$ cat src/rtl/nnta_pkg.sv
package nnta_pkg;

  // Field widths of the item channels and the configuration port
  localparam int IDX_W  = 6;
  localparam int POS_W  = 16;
  localparam int NUM_W  = 7;
  localparam int DMAX_W = 16;
  localparam int CFG_AW = 1;
  localparam int CFG_DW = 16;

  // Register indexes
  localparam logic [CFG_AW-1:0] CFG_NUM_POINTS = 1'd0;
  localparam logic [CFG_AW-1:0] CFG_DOMAIN_MAX = 1'd1;

  // Reset values of the registers
  localparam logic [NUM_W-1:0]  NUM_POINTS_RST = 7'd64;
  localparam logic [DMAX_W-1:0] DOMAIN_MAX_RST = 16'hFFFF;

  typedef enum logic {
    CMD_LOAD   = 1'b0,
    CMD_ASSIGN = 1'b1
  } cmd_t;

  typedef struct packed {
    cmd_t                    cmd;
    logic [IDX_W-1:0]        point_index;
    logic signed [POS_W-1:0] pos_x;
    logic signed [POS_W-1:0] pos_y;
    logic signed [POS_W-1:0] pos_z;
  } in_item_t;

  typedef struct packed {
    logic [IDX_W-1:0] query_index;
    logic             found;
    logic [IDX_W-1:0] target_index;
  } out_item_t;

  // Write strobes into one cell of the ring
  typedef struct packed {
    logic wr_pt;
    logic wr_tgt;
  } cell_ctl_t;

  // Scan unit control: capture the query point, present a candidate
  typedef struct packed {
    logic cap;
    logic cand;
  } scan_ctl_t;

  // Scan unit status
  typedef struct packed {
    logic pending;
    logic found;
  } scan_sts_t;

endpackage

$ cat src/rtl/nnta_scan.sv
module nnta_scan #(
  parameter int CW = 16,
  parameter int IW = 6
) (
  input  logic                        clk,
  input  logic                        rst_n,
  input  nnta_pkg::scan_ctl_t         ctl,
  input  logic [3*CW-1:0]             head_pt,
  input  logic [IW-1:0]               head_idx,
  input  logic [nnta_pkg::DMAX_W-1:0] dmax,
  output nnta_pkg::scan_sts_t         sts,
  output logic [IW-1:0]               best_idx
);

  localparam int DW = 2 * CW + 2;
  localparam int BW = (DW > 32) ? DW : 32;

  logic [3*CW-1:0] qpt_r;
  logic            v1_r, v2_r, v3_r;
  logic [IW-1:0]   i1_r, i2_r, i3_r;
  logic [CW-1:0]   ad_r [3];
  logic [CW-1:0]   ad_nxt [3];
  logic [2*CW-1:0] sq_r [3];
  logic [DW-1:0]   d2_r;
  logic [BW-1:0]   best_d_r;
  logic [IW-1:0]   best_i_r;
  logic            found_r;
  logic [31:0]     dsq;
  logic [BW-1:0]   d2x;
  logic            better;

  // Absolute coordinate differences against the captured query
  always_comb begin
    logic [CW:0] diff;
    for (int k = 0; k < 3; k++) begin
      diff = {head_pt[k*CW+CW-1], head_pt[k*CW +: CW]} -
             {qpt_r[k*CW+CW-1], qpt_r[k*CW +: CW]};
      ad_nxt[k] = diff[CW] ? CW'(~diff + 1'b1) : diff[CW-1:0];
    end
  end

  assign dsq    = 32'(dmax) * 32'(dmax);
  assign d2x    = BW'(d2_r);
  assign better = (d2x < best_d_r) ||
                  (found_r && (d2x == best_d_r) && (i3_r < best_i_r));

  // Stage valids and running best
  always_ff @(posedge clk) begin
    if (!rst_n) begin
      v1_r    <= 1'b0;
      v2_r    <= 1'b0;
      v3_r    <= 1'b0;
      found_r <= 1'b0;
    end else begin
      v1_r <= ctl.cand;
      v2_r <= v1_r;
      v3_r <= v2_r;
      if (ctl.cap) begin
        found_r <= 1'b0;
      end else if (v3_r && better) begin
        found_r <= 1'b1;
      end
    end
  end

  // Datapath: difference, square, sum, compare
  always_ff @(posedge clk) begin
    if (ctl.cap) begin
      qpt_r <= head_pt;
    end
    i1_r <= head_idx;
    i2_r <= i1_r;
    i3_r <= i2_r;
    for (int k = 0; k < 3; k++) begin
      ad_r[k] <= ad_nxt[k];
      sq_r[k] <= ad_r[k] * ad_r[k];
    end
    d2_r <= DW'(sq_r[0]) + DW'(sq_r[1]) + DW'(sq_r[2]);
    if (ctl.cap) begin
      best_d_r <= BW'(dsq);
      best_i_r <= '0;
    end else if (v3_r && better) begin
      best_d_r <= d2x;
      best_i_r <= i3_r;
    end
  end

  assign sts.pending = v1_r | v2_r | v3_r;
  assign sts.found   = found_r;
  assign best_idx    = best_i_r;

endmodule

$ cat config.mk
export PLATFORM = sky130hd
export DESIGN_NAME = nnta_scan
export DESIGN_NICKNAME = d
export VERILOG_FILES = /design/src/rtl/nnta_pkg.sv /design/src/rtl/nnta_scan.sv
export SDC_FILE = /design/constraint.sdc
export NUM_CORES = 2
export LEC_CHECK = 0
export ABC_AREA = 1
export BUFFER_PORTS_ARGS = -buffer_cell sky130_fd_sc_hd__buf_2
export CORE_MARGIN = 5
export CORE_UTILIZATION = 35
export CTS_CLUSTER_SIZE = 10
export DETAILED_ROUTE_END_ITERATION = 6
export GPL_TIMING_DRIVEN = 0
export SYNTH_ARGS = -nofsm -noshare
export SYNTH_HDL_FRONTEND = slang
export SYNTH_SLANG_ARGS = --single-unit
$ cat constraint.sdc
create_clock -name clk -period 6 [get_ports clk]
set_input_delay 0.9 -clock clk [delete_from_list [all_inputs] [get_ports clk]]
set_output_delay 0.9 -clock clk [all_outputs]
set_load 0.1 [all_outputs]
; Word-level counts from Yosys, hierarchy flattened
; Memories as Yosys holds them, arrays and structs flattened.
; Cells that the tools add are included.
[classes]
n_lt_le_gt_ge = 2
mul = 4
mux = 5
addsub = 8
reduce_logical = 6
bitwise_logic = 6
n_eq_ne = 1
[op_table]
columns = op, n
row1 = $mul 16x16->32, 4
row2 = $mux 32, 2
row3 = $sub 16x16->17, 3
row4 = $add 16x1->16 const B, 3
row5 = $mux 16, 3
row6 = $not 16->16, 3
row7 = $add 33x32->34, 1
row8 = $eq 34x34->1, 1
row9 = $lt 34x34->1, 1
row10 = $add 32x32->33, 1
row11 = $lt 6x6->1, 1
row12 = $logic_and 1x1->1, 3
row13 = $or 1x1->1, 2
row14 = $reduce_bool 2->1, 1
row15 = $reduce_or 2->1, 1
row16 = $logic_or 1x1->1, 1
row17 = $not 1->1, 1
[totals]
n_memories = 2
out_inout_bits = 8
inputBits = 74
register_bits = 144
ram_bits = 144
[memory_table]
columns = name, depth, width, rd, rd_clocked_by_memory_dff, wr, line
row1 = sq_r, 3, 32, 3, 0, 3, nnta_scan.sv:23  ; logic [2*CW-1:0] sq_r [3];
row2 = ad_r, 3, 16, 3, 0, 3, nnta_scan.sv:21  ; logic [CW-1:0] ad_r [3];

; Logic depth before layout (Yosys ltp)
[depth]
ltp_word = 7
mapped_depth = 28

; Worst setup path after synthesis
; OpenSTA, ideal clock, no wires.
[synth_timing]
path_type = input port to flip-flop
startpoint = input port dmax[3] in the netlist's numbering
endpoint = register best_d_r[27], data pin
required_ns = 5.746
n_path_buf = 2
path_slack_ns = -0.169
arrival_ns = 5.915
cell_stages = 21
cell_sequence = clkbuf_1 > clkbuf_1 > nand2_1 > fa_1 > fa_1 > inv_1 > fa_1 > fa_1 > fa_1 > inv_1 > fa_1 > inv_1 > ha_1 > a21oi_1 > a21boi_0 > o21ai_0 > nand2_1 > nand3_1 > or2_2 > nand3_1 > nand2_1
[synth_between]
elab_chain_cells = 2
[synth_lines]
columns = element, line
row1 = start: declaration, nnta_scan.sv:10  ; input logic [nnta_pkg::DMAX_W-1:0] dmax,
row2 = $mul 16x16->32, nnta_scan.sv:42  ; assign dsq = 32'(dmax) * 32'(dmax);
row3 = $mux 32, nnta_scan.sv:79  ; if (ctl.cap) begin
row4 = end signal: assignment, nnta_scan.sv:80  ; best_d_r <= BW'(dsq);
row5 = end: declaration, nnta_scan.sv:25  ; logic [BW-1:0] best_d_r;
; No other way between the ends.
; A chain may end at the register's enable or synchronous reset.

; Worst setup path after layout
[layout_timing]
startpoint = input port dmax[10] in the netlist's numbering
endpoint = register best_d_r[24], data pin
; Same word-level chain as after synthesis.

==> impl_metrics.yaml <==
status:
  outcome: "finished, final reports clean"
layout:
  drive_gt1_share_pct: 5.706
  fin_nets: 6710
  stdcell_area_sq_mm: 0.04748
  nFillCells: 12840
  mostFrequentLayoutCell: "inv_1"
  area_growth_pct: 9.203
  fin_cells: 7088
  final_cell_mix: "inv_1 (1410), nand2_1 (1176), fa_1 (688)"
grt:
  grt_max_degree: 50
  grt_overflow_total: 0
  grt_pass1_vias: 34470
  antenna_found_initial: 3
  grt_pass1_wl_microns: 173900
  track_usage_pct: 16.09
routing:
  drtPass1Iterations: 5
  via_count: 32360
  viasPerCell: 4.565
  first_iter_violations: 1682
  wl_per_cell_microns: 14.54
  ant_nets: 0
  routed_wl_microns: 103100
  drc: 0
flow_run:
  cap_violations: 0
place:
  port_buffers: 72
  dp.cells: 7053
  dp_hpwl_microns: 87850
  place_area_sq_mm: 0.04598
  gp_congestion: 0.8752
clock_network:
  cts.clk_slew.worst_paths_ns: 0.05
  cts_root_buf: "clkbuf_16"
  clockBufferDepth: 3
  clock_sinks: 285
  h-tree-depth: 2
  insertion_delay_ns: 0.56
  cts_tree: "built"
  numCtsBuffers: 37
hold_path:
  hold_path_class: "flop to flop"
synthesis:
  async_reset_ff_share_pct: 0
  synth_seq_area_share_pct: 14.96
  yosys_warnings: 0
  netlist_top_cells_area: "fa_1 (32%), ha_1 (15%), inv_1 (12%)"
  synth.distinct_cells: 46
  ys_ff_latch: 285
  yosysTopAreaCellShare_pct: 31.73
  syn_inst: 5342
  synth_enable_flop_cells: 80
  avgSynthCellArea_sq_um: 8.139
  synth_top_flop_cell: "dfxtp_1"
  synth_top_area_cell: "fa_1"
  netlist_area_sq_mm: 0.04348
floorplanning:
  start_util_pct: 35.17
  core-area_sq_mm: 0.1236
  rows: 129
  ios: 82
  die_h_microns: 362.4
  die_x_microns: 362.4
  die-area_sq_mm: 0.1314
timing:
  finalHoldViolCount: 0
  worst_pin_slew_ns: 0.7731
  final.period_utilization_pct: 96.51
  max_slew_margin_pct: 48.28
  rsz0062_at_grt: "yes"
  holdWs_ns: 0.3235
  period_minus_slack_ns: 5.791
  setup_violations: 0
  clock.fmax_mhz: 172.7
  finalMaxSlewViolations: 0
  skew_ns: 0.03475
worst_setup_path:
  cpMaxStageDelayCell: "fa_1"
  crit_top_cell: "inv_1"
  startpoint_type: "primary input"
  required_ns: 6.31
  arrival_ns: 6.10
  worstSetupPathType: "primary input to flop"
  critPathMaxStageDelay_ns: 0.54
  path_max_fanout: 10
  worst_setup_path_end_kind: "flop"
[what timing repair did]
item / in CTS / in global routing
hold buffers: 0 / 0
pin swaps: 0 / 8
cloned: 0 / 0
buffers inserted: 0 / 2
setup endpoints to repair: 67 / 48
resized for setup: 99 / 200
[metal layers]
| metal | track usage (%) | wire, microns | up-vias |
|---|---|---|---|
| met5 | 0 | 0 | - |
| met4 | 3.338 | 2140 | 0 |
| met3 | 1.461 | 3763 | 106 |
| met2 | 28.50 | 50480 | 552 |
| met1 | 21.49 | 46690 | 15600 |
| li1 | - | - | 16100 |
[layout make-up]
| class | instances | area (sq um) | area share (%) |
|---|---|---|---|
| Antenna cell | 1 | 2.502 | 0.005271 |
| Buffer | 98 | 732.0 | 1.542 |
| Clock buffer | 54 | 1061 | 2.235 |
| Clock inverter | 7 | 65.06 | 0.1370 |
| Inverter | 1412 | 5300 | 11.16 |
| Multi-Input combinational cell | 3520 | 31320 | 65.96 |
| Sequential cell | 285 | 6561 | 13.82 |
| Tap cell | 1637 | 2048 | 4.314 |
| Timing Repair Buffer | 74 | 390.4 | 0.8222 |
[cell usage after synthesis (20+ instances only)]
library cell  count
inv_1          1411
nand2_1        1180
fa_1            689
ha_1            519
nor2_1          255
a21oi_1         218
dfxtp_1         205
xor2_1          141
nand3_1         135
clkbuf_1        122
o21ai_0         116
edfxtp_1         80
xnor2_1          63
nor3_1           32
a21o_1           30
nand4_1          28
a31oi_1          20
[critical path, delay by kind of cell]
| kind | cells | cell delay [ns] |
|---|---|---|
| AOI/OAI and AO/OA | 3 | 0.39 |
| buffers and inverters | 10 | 0.82 |
| and+or+nand+nor | 8 | 0.67 |
| adders and majority gates | 7 | 3.30 |
[flip-flops by register name, indices dropped and copies added, names as in the netlist, 6 cells and up]
name / count
best_d_r: 34
best_idx: 6
sq_r: 93
i2_r: 6
i1_r: 6
ad_r: 48
i3_r: 6
d2_r: 34
qpt_r: 48
[per-stage QoR]
step	setup TNS, ns	setup slack (ns)	utilization [%]
final	0	0.2093	38.40
after global routing	-0.04494	-0.01635	38.40
after CTS	0	0.001242	38.15
after detailed placement	-30.80	-1.112	37.19
after global placement	-29.96	-1.131	37.19
after floorplan	-0.02122	-0.02122	-
[cell families (layout without fill, tap and decap cells)]
| kind of cell | after synthesis | after routing | synth area share (%) |
|---|---|---|---|
| DFF | 285 | 285 | 14.96 |
| and+or+nand+nor | 1666 | 1666 | 15.26 |
| buffers and inverters | 1539 | 1645 | 13.32 |
| xor gates and xnor gates | 205 | 205 | 4.173 |
| adders and majority gates | 1208 | 1208 | 46.66 |
| other | 1 | 4 | 0.008625 |
| AOI/OAI and AO/OA | 438 | 438 | 5.606 |
[final timing paths]
path | start | endpoint | slack (ns) | cells past startpoint
max | dmax[10] | best_d_r[24] | 0.21 | 28
min | i2_r[0] | i3_r[0] | 0.32 | 0
max reg2reg | ad_r[0][3] | sq_r[0][29] | 0.28 | 22
min reg2reg | i2_r[0] | i3_r[0] | 0.32 | 0
Power is left out: the tool's default activity adds up to more than one toggle a clock period on the data nets, which glitch-free logic cannot reach.
