`config.mk`:
```
export PLATFORM = sky130hd
export DESIGN_NAME = nnta_cell
export DESIGN_NICKNAME = d
export VERILOG_FILES = /design/src/rtl/nnta_pkg.sv /design/src/rtl/nnta_cell.sv
export SDC_FILE = /design/constraint.sdc
export NUM_CORES = 1
export LEC_CHECK = 0
export BUFFER_PORTS_ARGS = -buffer_cell sky130_fd_sc_hd__buf_2
export CAP_MARGIN = 20
export CORE_MARGIN = 2
export CORE_UTILIZATION = 36
export DETAILED_ROUTE_END_ITERATION = 10
export GPL_TIMING_DRIVEN = 0
export PLACE_DENSITY = 0.89
export SYNTH_ARGS = -nofsm -noshare
export SYNTH_HDL_FRONTEND = slang
export SYNTH_SLANG_ARGS = --single-unit
```
`constraint.sdc`:
```
create_clock -name clk -period 1 [get_ports clk]
set_input_delay 0.15 -clock clk [delete_from_list [all_inputs] [get_ports clk]]
set_output_delay 0.15 -clock clk [all_outputs]
set_load 0.01 [all_outputs]
```
`src/rtl/nnta_pkg.sv`:
```
package nnta_pkg;

  // Field widths of the item channels and the configuration port
  localparam int IDX_W  = 6;
  localparam int POS_W  = 16;
  localparam int NUM_W  = 7;
  localparam int DMAX_W = 16;
  localparam int CFG_AW = 1;
  localparam int CFG_DW = 16;

  // Register indexes
  localparam logic [CFG_AW-1:0] CFG_NUM_POINTS = 1'd0;
  localparam logic [CFG_AW-1:0] CFG_DOMAIN_MAX = 1'd1;

  // Reset values of the registers
  localparam logic [NUM_W-1:0]  NUM_POINTS_RST = 7'd64;
  localparam logic [DMAX_W-1:0] DOMAIN_MAX_RST = 16'hFFFF;

  typedef enum logic {
    CMD_LOAD   = 1'b0,
    CMD_ASSIGN = 1'b1
  } cmd_t;

  typedef struct packed {
    cmd_t                    cmd;
    logic [IDX_W-1:0]        point_index;
    logic signed [POS_W-1:0] pos_x;
    logic signed [POS_W-1:0] pos_y;
    logic signed [POS_W-1:0] pos_z;
  } in_item_t;

  typedef struct packed {
    logic [IDX_W-1:0] query_index;
    logic             found;
    logic [IDX_W-1:0] target_index;
  } out_item_t;

  // Write strobes into one cell of the ring
  typedef struct packed {
    logic wr_pt;
    logic wr_tgt;
  } cell_ctl_t;

  // Scan unit control: capture the query point, present a candidate
  typedef struct packed {
    logic cap;
    logic cand;
  } scan_ctl_t;

  // Scan unit status
  typedef struct packed {
    logic pending;
    logic found;
  } scan_sts_t;

endpackage

```
`src/rtl/nnta_cell.sv`:
```
module nnta_cell #(
  parameter int CW = 16,
  parameter int IW = 6
) (
  input  logic                clk,
  input  logic                rst_n,
  input  nnta_pkg::cell_ctl_t ctl,
  input  logic [3*CW-1:0]     nb_pt,
  input  logic [IW:0]         nb_tgt,
  input  logic [3*CW-1:0]     wr_pt_data,
  input  logic [IW:0]         wr_tgt_data,
  output logic [3*CW-1:0]     pt,
  output logic [IW:0]         tgt
);

  logic [3*CW-1:0] pt_r;
  logic [IW:0]     tgt_r;   // {valid, index}

  // Take the neighbor's point each cycle, or the loaded point
  always_ff @(posedge clk) begin
    pt_r <= ctl.wr_pt ? wr_pt_data : nb_pt;
  end

  // Take the neighbor's target; a load clears it, a scan result sets it
  always_ff @(posedge clk) begin
    if (!rst_n) begin
      tgt_r <= '0;
    end else if (ctl.wr_tgt) begin
      tgt_r <= wr_tgt_data;
    end else if (ctl.wr_pt) begin
      tgt_r <= '0;
    end else begin
      tgt_r <= nb_tgt;
    end
  end

  assign pt  = pt_r;
  assign tgt = tgt_r;

endmodule

```
# After elaboration in Yosys (flattened, before gate mapping)
# Index checks and enable logic that the tools add are counted.
# W data, S select, Z words.
# totals
ff_bits	55
input_bits	114
output_inout_bits	55
elab_cells	5
# classes
n_mux	3
# ops
cell	n
$mux W48	1
$mux W7	2

# Logic depth before layout (Yosys ltp)
# Gate-level depths: netlist (run 1).
# logic_depth
word_depth	2
ltp_mapped	4
mapped_depth_nobuf	2

# Least setup slack after synthesis (run 1)
# Ideal clock, no wire load.
# synth_path
kind	input port to flip-flop
start	in ctl[1] (netlist bit)
end	reg pt_r[10] (netlist: pt[10])
setup_time_ns	0.121
t_arrival_ns	0.764
required_ns	0.879
path_slack_ns	0.115
path_stages	3
path_buffers	2
path_cell_list	buf_6 > buf_2 > mux2_2
# synth_via
elab_chain_len	1
# synth_lines
item	line_no	source
from (decl)	nnta_cell.sv:7	input nnta_pkg::cell_ctl_t ctl,
$mux W48	nnta_cell.sv:21	pt_r <= ctl.wr_pt ? wr_pt_data : nb_pt;
to (signal assigned)	nnta_cell.sv:21	
to (decl)	nnta_cell.sv:16	logic [3*CW-1:0] pt_r;
# Every way passes these cells.
# A chain may end at the register's enable or synchronous reset.

# Worst setup path after layout (run 1)
# layout_path
start	reg tgt_r[2] (netlist: tgt[2])
end	out tgt[2]
# layout_lines
item	line_no	source
from (decl)	nnta_cell.sv:17	logic [IW:0] tgt_r;
from (signal assigned)	nnta_cell.sv:29	tgt_r <= wr_tgt_data;
from (signal assigned)	nnta_cell.sv:33	tgt_r <= nb_tgt;
to (decl)	nnta_cell.sv:13	output logic [IW:0] tgt
# No word-level cell between the ends.

==> flow_summary.json, run 1 <==
{
  "fmax_ghz": 1.11,
  "final-hold-violation-count": 0,
  "fillers": 439,
  "vias": 1587,
  "die_x_um": 75.2,
  "power.internal_mw": 3.26,
  "hold_path_class": "in -> reg",
  "drt-initial-drc-count": 18,
  "postCtsHoldBufs": 0,
  "portBuffers": 166,
  "setup_viol": 0,
  "wl_um": 4630,
  "crit_start": "tgt[2]",
  "numCtsBuffers": 5,
  "yosys.area.top_type": "dfxtp_1",
  "die_area_um2": 5650,
  "synth_area_um2": 1820,
  "seqPwrFrac_pct": 56.8,
  "antenna_found_initial": 0,
  "tightest_slew_ps": 393,
  "yosysWarnings": 0,
  "path_clk_slew_ps": 90,
  "vdd_drop_max_v": 0.000908,
  "dp_hpwl_um": 3880,
  "criticalPathCategory": "reg -> out",
  "cp.required_ps": 850,
  "io_pins": 169,
  "cp-start-kind": "flip-flop",
  "post_cts_buffers": 0,
  "initial_core_util_pct": 37.9,
  "regArea_um2": 1100,
  "place_area_um2": 2740,
  "place_ws_ps": -23.7,
  "rows": 25,
  "rsz0062_at_grt": "false",
  "synth.area.top_cells": "dfxtp_1 (60%), mux2_2 (30%), o21ai_2 (2.9%)",
  "fin_crit_sh_pct": 89.7,
  "core_area_um2": 4820,
  "overflow": 0,
  "cp-end-kind": "output pin",
  "drv_cap": 0,
  "ys_seq_area_share_pct": 60.4,
  "period_needed_ps": 897,
  "status": "finished, final reports clean",
  "drv_slew": 0,
  "cts_tree": "yes",
  "crit_family": "flip-flops",
  "grt_pass1_vias": 1632,
  "cts.path.max_buffers": 2,
  "p_clk_share_pct": 25.6,
  "dr.pass1.iters": 4,
  "fin_nets": 419,
  "critPathBufInv": 1,
  "clockRootBuffer": "clkbuf_8",
  "gp_congestion": 0.756,
  "viasPerCell": 4.28,
  "drive_above_1_share_pct": 76.6,
  "relSlewSlack_pct": 73.8,
  "synth_top_cell_area_share_pct": 60.4,
  "powerDensity_nw_per_um2": 1500,
  "synth_cell_types": 11,
  "wl_per_cell_um": 12.5,
  "worstPathCellList": "buf_2",
  "cp_max_fo": 1,
  "antenna_cells": 0,
  "switching_power_uw": 958,
  "layout_setup_ws_ps": 103,
  "p_sw_share_pct": 22.7,
  "crit_slowest_cell": "dfxtp_1",
  "comb_power_share_pct": 17.6,
  "hold_ws_ps": 78.7,
  "die_h_um": 75.2,
  "postSynthAreaPerCell_um2": 13.8,
  "drc_errors": 0,
  "synth-seq-cells": 55,
  "cts_resized": 0,
  "synthCells": 132,
  "crit_end": "tgt[2]",
  "grt_pass1_wl_um": 6560,
  "p_leak_nw": 1.43,
  "syn_to_final_growth_pct": 54.1,
  "grt_max_degree": 15,
  "htree_num_levels": 2,
  "arrival_ps": 750,
  "design_area_um2": 2810,
  "cpPeakStageDelay_ps": 330,
  "synth_nets": 246,
  "multi_input_area_um2": 673,
  "detail-route-antenna-nets": 0,
  "cp_num_cells": 1,
  "cts.sinks": 55,
  "track_usage_pct": 15.1
}
==> layout make-up <==
class                   instances  share of cell area [%]
flip-flops and latches         55                    39.2
repair buffers                166                    29.6
clock buffers                   6                    2.58
plain buffers                   8                    1.78
well taps                      67                    2.98
multi-input cells              69                    23.9
==> cells in the mapped netlist (all sizes together) <==
master,instances
nand3,6
or2,1
dfxtp,55
clkbuf,2
nand2,6
mux2,48
o21ai,6
nor4bb,1
buf,6
a31o,1
==> how the worst min path moves through the flow <==
stage / start / end / depth (start not counted)
5_1_grt: nb_pt[27] / pt[27] / 2
6_report: wr_pt_data[31] / pt[31] / 2
3_3_place_gp: nb_pt[27] / pt[27] / 2
2_1_floorplan: nb_tgt[0] / tgt[0] / 2
4_1_cts: wr_pt_data[31] / pt[31] / 2
3_5_place_dp: wr_pt_data[31] / pt[31] / 2
==> registers in the layout, summed over array words and instances, names as in the netlist <==
signal / flops
pt: 48
tgt: 7
==> stage by stage <==
stage	power, mW	TNS (ps)	instances	util (%)
final	4.22	0	371	58.4
after CTS	4.29	0	371	58.4
after detailed placement	3.20	-55.7	365	56.9
after floorplan	2.79	0	132	-
after global routing	4.44	0	371	58.4
after global placement	3.17	-3.22	365	56.9
==> routing by layer <==
| metal | track usage, % | part of all wire [%] | vias up |
|---|---|---|---|
| met3 | 2.68 | 6.3 | 4 |
| li1 | - | - | 795 |
| met5 | 0 | 0 | - |
| met4 | 6.43 | 1.1 | 0 |
| met1 | 13.8 | 34 | 708 |
| met2 | 31.6 | 58 | 80 |
==> kinds of logic after synthesis <==
| kind of cell | synth area share, % |
|---|---|
| flip-flops | 60.4 |
| multiplexers | 29.6 |
| AND/OR/NAND/NOR | 3.91 |
| buffers and inverters | 2.74 |
| AO/OA/AOI/OAI | 3.36 |
==> power groups by stage <==
stage / logic, mW / clock network [mW] / registers (mW)
2_1_floorplan: 0.241 / 0 / 2.55
3_3_place_gp: 0.725 / 0 / 2.44
3_5_place_dp: 0.751 / 0 / 2.45
4_1_cts: 0.754 / 1.14 / 2.40
5_1_grt: 0.808 / 1.22 / 2.41
6_report: 0.740 / 1.08 / 2.39
==> placed cells by master, fill, tap and decap left out <==
cell type | Yosys | layout
buf_2 | 4 | 170
dfxtp_1 | 55 | 55
mux2_2 | 48 | 48
nand2_1 | 6 | 6
nand3_1 | 6 | 6
o21ai_2 | 6 | 6
clkbuf_8 | 0 | 5
clkbuf_1 | 2 | 3
buf_6 | 2 | 2
or2_4 | 1 | 1
nor4bb_1 | 1 | 1
a31o_2 | 1 | 1
Note: power is estimated with default switching activity, not from simulation.
==> run 2: changes to the inputs <==
Settings changed: ABC_CLOCK_PERIOD_IN_PS from default to 1000, HOLD_SLACK_MARGIN from default to 0.15.
==> run 2 against run 1 <==
  * The run now fails in clock tree synthesis (4_1_cts)
  * Area after synthesis unchanged
  * Synthesized cell count unchanged
==> flow_summary.json, run 2 <==
{
  "io_pins": 169,
  "clockRootBuffer": "clkbuf_8",
  "cts_resized": 0,
  "synth-seq-cells": 55,
  "synth_area_um2": 1820,
  "synth.most_common_cell": "dfxtp_1",
  "initial_core_util_pct": 37.9,
  "yosysWarnings": 0,
  "synth_cell_types": 11,
  "dp_hpwl_um": 3880,
  "dp.cells": 365,
  "synth_nets": 246,
  "synth.area.top_cells": "dfxtp_1 (60%), mux2_2 (30%), o21ai_2 (2.9%)",
  "die_h_um": 75.2,
  "synth-main-ff-cell": "dfxtp_1",
  "htree_num_levels": 2,
  "portBuffers": 166,
  "postSynthAreaPerCell_um2": 13.8,
  "rows": 25,
  "haltStage": "clock tree synthesis (4_1_cts)",
  "cts.path.max_buffers": 2,
  "synthCells": 132,
  "synth_top_cell_area_share_pct": 60.4,
  "async_flop_share_pct": 0,
  "status": "did not finish",
  "postCtsHoldBufs": 101,
  "yosys.area.top_type": "dfxtp_1",
  "error": "[ERROR RSZ-0060] Max buffer count reached.",
  "synth_common_cells": "dfxtp_1 (55), mux2_2 (48), nand2_1 (6), nand3_1 (6), o21ai_2 (6)",
  "cts.sinks": 55,
  "ys_seq_area_share_pct": 60.4,
  "numCtsBuffers": 5,
  "place_area_um2": 2740,
  "synth_edf_count": 0,
  "post_cts_buffers": 0,
  "gp_congestion": 0.756,
  "die_x_um": 75.2
}
[run 2: cell counts after synthesis]
Identical to the previous run, type by type.
[run 2: cell families after synthesis]
logic type | Yosys count | synth area share (%)
AOI/OAI and AO/OA | 7 | 3.36
buffers and inverters | 8 | 2.74
DFF | 55 | 60.4
muxes | 48 | 29.6
and+or+nand+nor | 14 | 3.91
[run 2: per-stage QoR]
step	worst slack (ps)	hold slack (ps)
after detailed placement	-23.7	379
after global placement	-3.22	375
after floorplan	115	294
==> run 3: changes to the inputs <==
Settings changed: HOLD_SLACK_MARGIN 0.15 to default, PLACE_DENSITY 0.89 to default, PLACE_DENSITY_LB_ADDON from default to 0.15.
==> run 3 against run 2 <==
  * The flow now finishes without violations
==> flow_summary.json, run 3 (synthesis gave the netlist of run 1 again) <==
{
  "status": "finished, final reports clean",
  "gp_congestion": 0.768,
  "core_area_um2": 4820,
  "worstPathCellList": "buf_2",
  "p_leak_nw": 1.43,
  "drive_above_1_share_pct": 76.6,
  "min_to": "pt[15]",
  "fmax_ghz": 1.11,
  "layout.cells.non_filler": 371,
  "dp.cells": 365,
  "relSlewSlack_pct": 76.7,
  "numCtsBuffers": 5,
  "die_h_um": 75.2,
  "vias": 1576,
  "detail-route-antenna-nets": 0,
  "wl_per_cell_um": 11.9,
  "initial_core_util_pct": 37.9,
  "whs_path_depth": 2,
  "fin_crit_sh_pct": 90.2,
  "postCtsHoldBufs": 0,
  "antenna_cells": 0,
  "cp-end-kind": "output pin",
  "cp_max_fo": 1,
  "powerDensity_nw_per_um2": 1500,
  "fin_nets": 419,
  "period_needed_ps": 902,
  "rsz0062_at_grt": "false",
  "critPathBufInv": 1,
  "final_cell_mix": "buf_2 (170), dfxtp_1 (55), mux2_2 (48)",
  "vdd_drop_max_v": 0.000742,
  "criticalPathCategory": "reg -> out",
  "final-hold-violation-count": 0,
  "wl_met1_um": 1480,
  "antenna_found_initial": 0,
  "htree_num_levels": 2,
  "grt_max_degree": 15,
  "syn_to_final_growth_pct": 54.1,
  "cts.path.max_buffers": 2,
  "hold_ws_ps": 73.8,
  "hold_path_class": "in -> reg",
  "drv_cap": 0,
  "grt_pass1_vias": 1521,
  "cts_tree": "yes",
  "die_x_um": 75.2,
  "die_area_um2": 5650,
  "crit_family": "flip-flops",
  "arrival_ps": 750,
  "clockRootBuffer": "clkbuf_8",
  "track_usage_pct": 14.7,
  "overflow": 0,
  "drv_slew": 0,
  "cts.sinks": 55,
  "cp-start-kind": "flip-flop",
  "cts_resized": 0,
  "wl_met2_um": 2280,
  "tightest_slew_ps": 349,
  "hp-start": "wr_pt_data[15]",
  "largest_reg_flops": 48,
  "p_total_mw": 4.21,
  "cp.required_ps": 850,
  "grt_pass1_wl_um": 6180,
  "dr.pass1.iters": 2,
  "drt-initial-drc-count": 21,
  "drc_errors": 0,
  "routed-wl-met3_um": 550,
  "cpPeakStageDelay_ps": 330,
  "rows": 25,
  "viasPerCell": 4.25,
  "setup_tns_ps": 0,
  "wl_um": 4400,
  "io_pins": 169,
  "fillers": 438,
  "crit_slowest_cell": "dfxtp_1",
  "dp_hpwl_um": 3660,
  "routed.top_layer": "met4",
  "portBuffers": 166,
  "layout_commonest_cell": "buf_2",
  "post_cts_buffers": 0,
  "setup_viol": 0,
  "path_clk_slew_ps": 80
}
==> run 3: layer usage <==
layer  vias up  global-route usage [%]
met4         0                    8.97
met3         9                    5.76
met5         -                       0
met1       670                    13.2
li1        796                       -
met2       101                    27.3
==> run 3: layout make-up <==
type | count | area, µm² | share of cell area [%]
plain buffers | 8 | 50.0 | 1.78
clock buffers | 6 | 72.6 | 2.58
multi-input cells | 69 | 673 | 23.9
flip-flops and latches | 55 | 1100 | 39.2
well taps | 67 | 83.8 | 2.98
repair buffers | 166 | 831 | 29.6
==> run 3: worst max-delay path by stage <==
stage / startpoint / end / slack [ps] / cells after the start
finish: pt[33] / pt[33] / 100 / 1
global route: pt[29] / pt[29] / 50 / 1
CTS: pt[33] / pt[33] / 80 / 1
detailed placement: ctl[1] / pt[33] / 8 / 3
global placement: ctl[1] / pt[36] / 20 / 3
floorplan: ctl[1] / pt[10] / 120 / 3
==> run 3: per-stage QoR <==
step	util, %	worst slack (ps)	area [µm²]
after floorplan	-	115	1820
after global placement	56.9	17.1	2740
after detailed placement	56.9	8.47	2740
after CTS	58.4	77.5	2810
after global routing	58.4	50.9	2810
final	58.4	98.2	2810
==> run 3: power breakdown <==
group          leakage (nW)  internal, mW  switching (mW)
clock                0.0371         0.468           0.620
combinational         0.928         0.429           0.303
sequential            0.463          2.36          0.0329
total                  1.43          3.26           0.955
